`src/sv/dsc_pkg.sv`:
```
package dsc_pkg;

    localparam int MAX_TARGET = 64;
    localparam int IDX_W      = $clog2(MAX_TARGET);
    localparam int LEN_W      = $clog2(MAX_TARGET + 1);
    localparam int CHAR_W     = 8;
    localparam int COUNT_W    = 32;

    localparam logic REQ_TARGET = 1'b0;
    localparam logic REQ_SOURCE = 1'b1;

    typedef logic [CHAR_W-1:0]  char_t;
    typedef logic [IDX_W-1:0]   idx_t;
    typedef logic [LEN_W-1:0]   len_t;
    typedef logic [COUNT_W-1:0] count_t;

    typedef struct packed {
        logic write_char;
        logic update;
        logic finish;
    } dsc_cmd_t;

endpackage

```
`src/sv/dsc_ctrl.sv`:
```
module dsc_ctrl
    import dsc_pkg::*;
(
    input  logic     clk,
    input  logic     rst_n,
    input  logic     in_valid,
    input  logic     in_req_type,
    input  logic     in_last,
    output logic     in_ready,
    output logic     out_valid,
    input  logic     out_ready,
    output dsc_cmd_t cmd
);

    localparam logic [1:0] ST_IDLE   = 2'd0;
    localparam logic [1:0] ST_FINISH = 2'd1;
    localparam logic [1:0] ST_HOLD   = 2'd2;

    logic [1:0] state_reg;
    logic [1:0] state_next;
    logic       accept;

    assign accept = in_valid && in_ready;

    always_comb
    begin
        state_next     = state_reg;
        in_ready       = 1'b0;
        out_valid      = 1'b0;
        cmd.write_char = 1'b0;
        cmd.update     = 1'b0;
        cmd.finish     = 1'b0;
        unique case (state_reg)
            ST_IDLE:
            begin
                in_ready       = 1'b1;
                cmd.write_char = accept && (in_req_type == REQ_TARGET);
                cmd.update     = accept && (in_req_type == REQ_SOURCE);
                if (accept && (in_req_type == REQ_SOURCE) && in_last)
                begin
                    state_next = ST_FINISH;
                end
            end
            ST_FINISH:
            begin
                cmd.finish = 1'b1;
                state_next = ST_HOLD;
            end
            ST_HOLD:
            begin
                out_valid      = 1'b1;
                in_ready       = out_ready || !((in_req_type == REQ_SOURCE) && in_last);
                cmd.write_char = accept && (in_req_type == REQ_TARGET);
                cmd.update     = accept && (in_req_type == REQ_SOURCE);
                if (accept && (in_req_type == REQ_SOURCE) && in_last)
                begin
                    state_next = ST_FINISH;
                end
                else if (out_ready)
                begin
                    state_next = ST_IDLE;
                end
            end
            default:
            begin
                state_next = ST_IDLE;
            end
        endcase
    end

    always_ff @(posedge clk or negedge rst_n)
    begin
        if (!rst_n)
        begin
            state_reg <= ST_IDLE;
        end
        else
        begin
            state_reg <= state_next;
        end
    end

endmodule

```
`config.mk`:
```
export PLATFORM = sky130hd
export DESIGN_NAME = dsc_ctrl
export DESIGN_NICKNAME = d
export VERILOG_FILES = /design/src/sv/dsc_pkg.sv /design/src/sv/dsc_ctrl.sv
export SDC_FILE = /design/constraint.sdc
export NUM_CORES = 1
export LEC_CHECK = 0
export ABC_AREA = 1
export BUFFER_PORTS_ARGS = -buffer_cell sky130_fd_sc_hd__buf_2
export CORE_AREA = 8 8 45 47
export DETAILED_ROUTE_END_ITERATION = 10
export DIE_AREA = 0 0 53 55
export PLACE_DENSITY = 0.35
export SKIP_LAST_GASP = 1
export SYNTH_ARGS = -nofsm -noshare
export SYNTH_HDL_FRONTEND = slang
export SYNTH_SLANG_ARGS = --single-unit
export TNS_END_PERCENT = 5
```
`constraint.sdc`:
```
create_clock -name clk -period 0.8 [get_ports clk]
set_input_delay 0.16 -clock clk [delete_from_list [all_inputs] [get_ports clk]]
set_output_delay 0.16 -clock clk [all_outputs]
set_load 0.005 [all_outputs]
```
# --- Word-level counts from Yosys, hierarchy flattened ---
# Cells that the tools add are included.
totals:
  register_bits: 2
  in_bits: 6
  output_inout_bits: 5
  word_cells: 24
classes:
  eq_ne: 4
  muxes: 8
  bitwise: 1
  n_reduce_logical: 10
ops:
  columns: ["cell", "count"]
  rows:
  - ["$mux W2", 4]
  - ["$pmux W2 S3", 1]
  - ["$logic_and A1 B1 Y1", 5]
  - ["$ne A3 B3 Y1 const B", 1]
  - ["$eq A2 B1 Y1 const B", 1]
  - ["$eq A2 B2 Y1 const B", 1]
  - ["$logic_not A2 Y1", 1]
  - ["$mux W1", 2]
  - ["$ne A2 B2 Y1 const B", 1]
  - ["$pmux W1 S2", 1]
  - ["$reduce_and A2 Y1", 1]
  - ["$reduce_or A2 Y1", 1]
  - ["$logic_not A1 Y1", 1]
  - ["$logic_or A1 B1 Y1", 1]
  - ["$not A1 Y1", 1]

# --- Logic depth before layout (Yosys ltp) ---
# Gate-level depths: netlist (run 1).
depth:
  depth_word: 9
  mapped_depth: 5
  ltp_nobuf: 5

# --- Worst setup path after synthesis (run 1) ---
# No wires, ideal clock.
synth_path:
  path_kind: "reg-to-output"
  from: "register state_reg[1]"
  to: "output cmd[2] in the netlist's numbering"
  arrival_time_ns: 0.714
  required_ns: 0.640
  setup_slack_ns: -0.074
  stages_incl_launch_ff: 6
  n_path_buf: 0
  cell_sequence: "dfrtp_1 > inv_2 > nor2_4 > nand2_2 > nand3_1 > nor2_1"
synth_lines:
  columns: ["item", "line", "rtl"]
  rows:
  - ["start: declaration", "dsc_ctrl.sv:19", "logic [1:0] state_reg;"]
  - ["start signal: assignment", "dsc_ctrl.sv:79", "state_reg <= state_next;"]
  - ["end: declaration", "dsc_ctrl.sv:12", "output dsc_cmd_t cmd"]

==> impl_metrics.csv, run 1 <==
group,metric,value,unit
outcome,status,"finished with violations",
outcome,violations,"negative setup slack",
synth,synthesis.nets,26,
clocking,cts_made_buffers,3,
hold_path,hp-start,"out_ready",
floorplan,fp-row-count,14,
sta,max_slew_margin,92.0,%
run,cap_viol_max_count,0,
finish,final_util,21.8,%
global_route,grt_pass1_wl,683,um
sta,fin_crit_sh,146,%
clocking,cts-root-buf,"clkbuf_4",
finish,largest_reg_flops,2,
hold_path,min_path_cells,2,
drt,drtAntennaViolNets,0,
sta,rsz0062_at_grt,"true",
sta,fmax,0.854,GHz
floorplan,die-width,53,um
synth,synthCells,20,
clocking,clk_latency,0.22,ns
floorplan,die_area,0.00292,mm2
sta,fin_crit,1.17,ns
clocking,clk_path_buf_depth,2,
clocking,cts.sinks,2,
setup_path,reg2reg_depth,7,
setup_path,required,0.64,ns
floorplan,io_pins,11,
place,routabilityCongestion,0.714,
drt,drc,0,
sta,setup_viol,7,
sta,final_max_slew_viol_count,0,
setup_path,cp.arrival,1.01,ns
drt,wl_per_cell,8.07,um
finish,antenna_cells,0,
sta,worstMarginPinSlew,0.120,ns
place,dp_hpwl,382,um
global_route,grt.total_usage,3.66,%
synth,ys_warn_count,0,
drt,vias,185,
finish,area_growth,103,%
sta,skew,0.000189,ns
place,numPortBuffers,10,
sta,hold_slack,0.178,ns
drt,wl,452,um
pwr,p_per_area,1440,mW/mm2
clocking,htreeDepth,1,
pwr,power.total,0.000434,W
setup_path,worstReg2RegStart,"state_reg[1]",
setup_path,cp-start-kind,"flop",
drt,dr.pass1.iters,2,
drt,avgViaCountPerCell,3.30,
setup_path,r2r_setup_slack,-0.24,ns
hold_path,holdCritPathClass,"in -> reg",
floorplan,start_util,10.8,%
setup_path,cp_slowest_cell,"dfrtp_1",
synth,postSynthAreaPerCell,7.44,um2
global_route,overflow,0,
synth,syn-cell-area,149,um2
setup_path,cp_max_fo,2,
drt,drtIter0Drc,2,
floorplan,core-area,0.00138,mm2
global_route,antenna_found_initial,0,
clocking,clk_pin_slew,0.03,ns
sta,final_hold_viol_count,0,
finish,layout.nets,48,
pwr,vdd_drop_max,0.575,mV
synth,synth_cell_types,13,
setup_path,crit_start,"state_reg[1]",
clocking,cts_tree,"built",
setup_path,crit_type,"reg -> out",
pwr,power_leakage,0.174,nW
global_route,grt_max_degree,4,
setup_path,cp_cell_sequence,"inv_2 > nor2_4 > nand2_2 > nand4_2 > inv_1 > buf_2",
floorplan,dieHeight,55,um
setup_path,critPathCaptureType,"output port",
sta,setup_slack,-0.371,ns
finish,drive_gt1_share,67.5,%
synth,synth_seq_cells,2,
global_route,grt_pass1_vias,184,
synth,ys_seq_area_share,33.6,%
setup_path,critPathMaxStageDelay,0.37,ns
==> routing by layer <==
layer | track usage, % | vias up | part of all wire (%)
met2 | 3.32 | 9 | 34
met3 | 2.41 | 2 | 21
li1 | - | 100 | -
met1 | 3.94 | 74 | 42
met4 | 6.47 | 0 | 2.4
met5 | 0 | - | 0
==> path summary, 6_finish.rpt <==
| kind | endpoint |
|---|---|
| max in group asynchronous | state_reg[1] |
| setup reg to reg | state_reg[0] |
| min in group asynchronous | state_reg[0] |
| setup / recovery | cmd[1] |
| hold reg to reg | state_reg[1] |
| hold / removal | state_reg[1] |
==> report_power, final <==
part	switching, W	internal, W	total, W
registers	0.00000455	0.000108	0.000113
clock network	0.0000499	0.000165	0.000215
logic	0.0000457	0.0000610	0.000107
total	0.000100	0.000334	0.000434
==> Yosys cell counts, drive strengths merged <==
cell,count,area (um2)
inv,5,18.8
dfrtp,2,50.1
nand3,1,5.00
buf,1,7.51
nand2,3,13.8
o21bai,1,7.51
a21oi,1,5.00
nand4,1,12.5
nor2,5,28.8
==> repair_timing <==
action | CTS | global route
hold buffers | 1 | 0
endpoints found under the setup margin | 7 | 7
endpoints found under the hold margin | 2 | 0
buffers inserted | 2 | 0
gates resized for setup | 0 | 1
==> worst max-delay path, delay by kind of cell (launching register included) <==
family	cells	cell delay [ns]
buf+inv	3	0.24
simple gates	3	0.19
flops	1	0.37
==> per-stage QoR <==
step / cell area (um2) / setup slack, ns / TNS [ns] / cells
after floorplan: 149 / -0.0737 / -0.122 / 20
after global placement: 249 / -0.175 / -0.754 / 50
after detailed placement: 249 / -0.157 / -0.736 / 50
after CTS: 297 / -0.394 / -2.11 / 56
after global routing: 302 / -0.446 / -2.54 / 56
final: 302 / -0.371 / -2.02 / 56
==> logic make-up after synthesis <==
logic type	after synthesis	share of synthesized area, %
AO/OA/AOI/OAI	2	8.40
buffers and inverters	6	17.7
flip-flops	2	33.6
AND/OR/NAND/NOR	10	40.3
==> cell usage in the layout (no fill, tap or decap), drive strengths merged <==
cell          n
a21oi         1
nor2          5
dlygate4sd3   1
nand4         1
inv           5
nand3         1
nand2         3
dfrtp         2
clkbuf        3
o21bai        1
buf          17
==> area by class of cell <==
cell class | count | area (um2)
inverter | 5 | 18.8
timing repair buffer | 18 | 113
clock buffer | 3 | 22.5
fill | 162 | 1080
tap | 16 | 20.0
multi-input combinational | 12 | 77.6
sequential | 2 | 50.0
No activity file was read; power rests on OpenSTA's default activity.
==> inputs of run 2 (changes only) <==
- SKIP_CTS_REPAIR_TIMING: unset -> 1
==> run 2 against run 1 <==
  * The flow still finishes with violations (negative setup slack)
  * Non-clock buffer count unchanged
  * Sequential cell count did not move
  * Die area stayed put
  * Sequential share of layout area stayed put
  * Utilization unchanged
  * Register-to-register slack about the same
  * Clock power is essentially flat
  * Routed wire length increased by 4.2%
  * Final cell count unchanged
  * First-iteration DRC count did not move
==> impl_metrics.csv, run 2 (synthesized netlist as in run 1, its figures left out) <==
group,metric,value,unit
pwr,p_per_area,1440,mW/mm2
pwr,pwr-share-clk,49.4,%
floorplan,fp-row-count,14,
hold_path,worstHoldEndpoint,"state_reg[1]",
setup_path,cp.arrival,1.03,ns
drt,drc,0,
pwr,combPwrFrac,24.7,%
clocking,clk_latency,0.22,ns
finish,layout.nets,48,
finish,antenna_cells,0,
global_route,antenna_found_initial,0,
clocking,cts-root-buf,"clkbuf_4",
drt,drtAntennaViolNets,0,
outcome,status,"finished with violations",
global_route,overflow,0,
sta,worstMarginPinSlew,0.120,ns
setup_path,critPathCaptureType,"output port",
outcome,violations,"negative setup slack",
clocking,clk_path_buf_depth,2,
finish,area_growth,103,%
global_route,grt_pass1_wl,655,um
pwr,power.total,0.000435,W
pwr,power_leakage,0.174,nW
hold_path,hp-start,"out_ready",
floorplan,core-area,0.00138,mm2
setup_path,required,0.64,ns
drt,vias,190,
drt,wl,471,um
sta,fin_crit_sh,149,%
clocking,cts.sinks,2,
setup_path,worstReg2RegStart,"state_reg[1]",
place,routabilityCongestion,0.714,
sta,skew,0.000189,ns
setup_path,cp-start-kind,"flop",
floorplan,die-width,53,um
pwr,intPower,0.000334,W
sta,final_max_slew_viol_count,0,
clocking,cts_tree,"built",
pwr,seqPwrFrac,25.9,%
sta,rsz0062_at_grt,"true",
hold_path,holdCritPathClass,"in -> reg",
clocking,cts_made_buffers,3,
finish,layout_commonest_cell,"buf_2",
global_route,grt.total_usage,3.55,%
floorplan,start_util,10.8,%
global_route,grt_pass1_vias,179,
sta,final_hold_viol_count,0,
setup_path,cp_max_fo,2,
drt,wl_per_cell,8.41,um
setup_path,reg2reg_depth,7,
pwr,vdd_drop_max,0.573,mV
finish,largest_reg_flops,2,
clocking,clk_pin_slew,0.03,ns
drt,avgViaCountPerCell,3.39,
finish,layout_common_cells,"10 x buf_2, 7 x buf_4, 3 x nor2_1, 3 x inv_1, 3 x clkbuf_4",
sta,fmax,0.841,GHz
hold_path,min_path_cells,2,
sta,fin_crit,1.19,ns
sta,max_slew_margin,92.0,%
pwr,swShare,23.2,%
floorplan,die_area,0.00292,mm2
pwr,p_switching,0.000101,W
sta,finalSetupTns,-2.05,ns
run,cap_viol_max_count,0,
sta,setup_viol,7,
global_route,grt_max_degree,4,
place,dp_hpwl,382,um
setup_path,r2r-end,"state_reg[0]",
floorplan,dieHeight,55,um
setup_path,r2r_setup_slack,-0.25,ns
clocking,htreeDepth,1,
floorplan,io_pins,11,
finish,drive_gt1_share,67.5,%
setup_path,crit_type,"reg -> out",
place,numPortBuffers,10,
drt,dr.pass1.iters,2,
setup_path,crit_start,"state_reg[1]",
drt,drtIter0Drc,2,
sta,setup_slack,-0.389,ns
==> run 2: cell counts in the layout (fill, tap and decap cells not counted) <==
No cell type changed its count.
==> run 2: stage by stage <==
stage | utilization (%) | area (um2) | std cells | worst slack [ns] | hold slack [ns]
final | 21.8 | 302 | 56 | -0.389 | 0.178
after CTS | 19.6 | 272 | 53 | -0.397 | -0.284
after detailed placement | 18.0 | 249 | 50 | -0.157 | -0.0478
after global placement | 18.0 | 249 | 50 | -0.175 | -0.0508
after floorplan | - | 149 | 20 | -0.0737 | -0.136
after global routing | 21.8 | 302 | 56 | -0.470 | 0.194
==> run 2: how the worst max path moves through the flow <==
stage / to / slack [ns] / cells after the start
final: cmd[1] / -0.39 / 6
after detailed placement: cmd[2] / -0.16 / 6
after global routing: cmd[2] / -0.47 / 6
after CTS: cmd[1] / -0.40 / 6
after floorplan: cmd[2] / -0.07 / 5
after global placement: cmd[2] / -0.18 / 6
==> run 2: area by class of cell <==
| type | count | area, um2 |
|---|---|---|
| Inverter | 5 | 18.8 |
| Tap cell | 16 | 20.0 |
| Fill cell | 162 | 1080 |
| Clock buffer | 3 | 22.5 |
| Timing Repair Buffer | 18 | 113 |
| Sequential cell | 2 | 50.0 |
| Multi-Input combinational cell | 12 | 77.6 |
==> run 2: power groups by stage <==
stage / registers [W] / clock network (W) / logic (W)
3_3_place_gp: 0.000114 / 0 / 0.0000935
6_report: 0.000113 / 0.000215 / 0.000107
4_1_cts: 0.000113 / 0.000230 / 0.0000941
2_1_floorplan: 0.000114 / 0 / 0.0000371
5_1_grt: 0.000114 / 0.000235 / 0.000121
3_5_place_dp: 0.000114 / 0 / 0.0000936
==> run 2: metal layers <==
| metal | wire [um] | GRT usage [%] | part of all wire, % |
|---|---|---|---|
| met5 | 0 | 0 | 0 |
| met4 | 11 | 6.47 | 2.3 |
| met3 | 97 | 2.41 | 21 |
| met2 | 175 | 3.13 | 37 |
| met1 | 186 | 3.79 | 39 |
==> run 2: critical path, stage by stage, from the launching register on <==
cell,delay (ns)
dfrtp_1,0.37
inv_2,0.08
nor2_4,0.04
nand2_2,0.07
nand4_2,0.08
inv_1,0.07
buf_2,0.10
==> inputs of run 3 (changes only) <==
- CTS_BUF_LIST: unset -> sky130_fd_sc_hd__clkbuf_4 sky130_fd_sc_hd__clkbuf_8
- CTS_CLUSTER_SIZE: unset -> 40
- clock period: 0.8 -> 1.2 ns (I/O delays scaled with it)
==> run 3 against run 2 <==
  * Global-route usage decreased by 0.43 points
  * Clock skew increased by 0.0022 ns
  * Via count decreased by 15%
  * Non-clock buffer count decreased by 6
  * Critical path depth unchanged
  * Critical endpoint is now cmd[2]
  * Combinational power decreased by 50%
  * Largest cell class is now multi-input combinational cells
  * Cell area decreased by 17%
  * First-iteration DRC count decreased by 100%
  * Utilization decreased by 3.6 points
  * Largest power group unchanged
  * The run still ends with negative setup slack left
  * Power decreased by 38%
==> impl_metrics.csv, run 3 (synthesized netlist as in run 1, its figures left out) <==
group,metric,value,unit
drt,dr.pass1.iters,1,
hold_path,worstHoldEndpoint,"state_reg[0]",
sta,fin_crit_sh,109,%
clocking,cts_made_buffers,3,
outcome,status,"finished with violations",
floorplan,fp-row-count,14,
finish,final_util,18.2,%
place,dp.cells,45,
drt,drtIter0Drc,0,
pwr,power_leakage,0.143,nW
drt,wl_per_cell,8.60,um
sta,rsz0062_at_grt,"true",
clocking,cts-root-buf,"clkbuf_4",
place,routabilityCongestion,0.677,
setup_path,reg2reg_depth,5,
global_route,grt_pass1_vias,156,
hold_path,min_path_cells,3,
sta,fmax,0.767,GHz
sta,max_slew_margin,91.6,%
sta,setup_viol,4,
drt,vias,162,
sta,worstMarginPinSlew,0.125,ns
global_route,grt_max_degree,5,
sta,finalSetupTns,-0.216,ns
drt,avgViaCountPerCell,3.24,
hold_path,holdCritPathClass,"in -> reg",
clocking,clk_pin_slew,0.03,ns
clocking,clk_latency,0.22,ns
run,cap_viol_max_count,0,
floorplan,core-area,0.00138,mm2
clocking,cts.sinks,2,
setup_path,path_buf_inv,2,
finish,largest_reg_flops,2,
setup_path,cp_slowest_cell,"dfrtp_1",
place,dpl_worst_slack,0.122,ns
finish,layout_common_cells,"10 x buf_2, 3 x nor2_1, 3 x inv_1, 3 x clkbuf_4",
clocking,clk_path_buf_depth,2,
sta,fin_crit,1.30,ns
finish,antenna_cells,0,
floorplan,io_pins,11,
finish,layout.nets,42,
setup_path,critPathTopFamily,"flip-flops",
setup_path,cp-start-kind,"flop",
setup_path,cp.arrival,1.06,ns
setup_path,cp_cell_sequence,"inv_2 > nor2_4 > nand2_2 > nand3_1 > nor2_1 > buf_2",
sta,skew,0.00234,ns
place,dp_hpwl,364,um
pwr,power.total,0.000271,W
setup_path,critPathMaxStageDelay,0.39,ns
finish,layout_commonest_cell,"buf_2",
setup_path,cp_max_fo,3,
finish,area_growth,68.9,%
pwr,vdd_drop_max,0.393,mV
sta,final_hold_viol_count,0,
place,numPortBuffers,10,
setup_path,r2r-end,"state_reg[0]",
setup_path,critPathCaptureType,"output port",
global_route,grt.total_usage,3.11,%
pwr,p_per_area,1080,mW/mm2
setup_path,worstReg2RegStart,"state_reg[1]",
drt,wl,430,um
floorplan,die-width,53,um
global_route,antenna_found_initial,0,
floorplan,start_util,10.8,%
setup_path,required,0.96,ns
outcome,violations,"negative setup slack",
finish,layout.cells.non_filler,50,
drt,drtAntennaViolNets,0,
setup_path,crit_type,"reg -> out",
setup_path,r2r_setup_slack,0.37,ns
finish,drive_gt1_share,58.8,%
sta,setup_slack,-0.103,ns
global_route,overflow,0,
global_route,grt_pass1_wl,586,um
floorplan,dieHeight,55,um
clocking,htreeDepth,1,
hold_path,hp-start,"in_last",
sta,final_max_slew_viol_count,0,
floorplan,die_area,0.00292,mm2
drt,drc,0,
clocking,cts_tree,"built",
-- run 3: cell types whose count changed in the layout (fill, tap and decap cells not counted), sizes merged --
cell and change:
buf -6
-- run 3: tightest hold or removal path: cells and delay by family --
kind	cells	cell delay (ns)
buffers and inverters	2	0.14
AND/OR/NAND/NOR	1	0.04
-- run 3: per-layer routing --
metal  track usage, %  up-vias  routed length, um
li1                 -       88                  -
met4             5.17        0                 11
met1             3.34       63                184
met2             2.54        9                136
met3             2.67        2                 98
met5                0        -                  0
-- run 3: area by class of cell --
class	instances	area, um2
clock buffers	3	22.5
fillers	163	1130
inverters	5	18.8
multi-input cells	12	72.6
flip-flops and latches	2	50.0
well taps	16	20.0
repair buffers	12	67.6
-- run 3: worst max path at each step --
stage | startpoint | endpoint | slack, ns | cells past startpoint
final | state_reg[1] | cmd[2] | -0.10 | 6
after global routing | state_reg[1] | cmd[2] | -0.18 | 6
after CTS | state_reg[1] | cmd[2] | -0.11 | 6
after detailed placement | state_reg[1] | cmd[2] | 0.12 | 6
after global placement | state_reg[1] | cmd[2] | 0.12 | 6
after floorplan | state_reg[1] | cmd[2] | 0.25 | 5
-- run 3: per-stage QoR --
step	instance area, um2	hold WS (ns)
6_report	251	0.251
3_3_place_gp	211	0.0291
2_1_floorplan	149	-0.0556
5_1_grt	251	0.271
3_5_place_dp	211	0.0318
4_1_cts	234	-0.205
-- run 3: power by group --
group	switching, W	internal (W)	total [W]
Sequential	0.00000380	0.0000721	0.0000759
Combinational	0.0000264	0.0000268	0.0000532
Clock	0.0000322	0.000110	0.000142
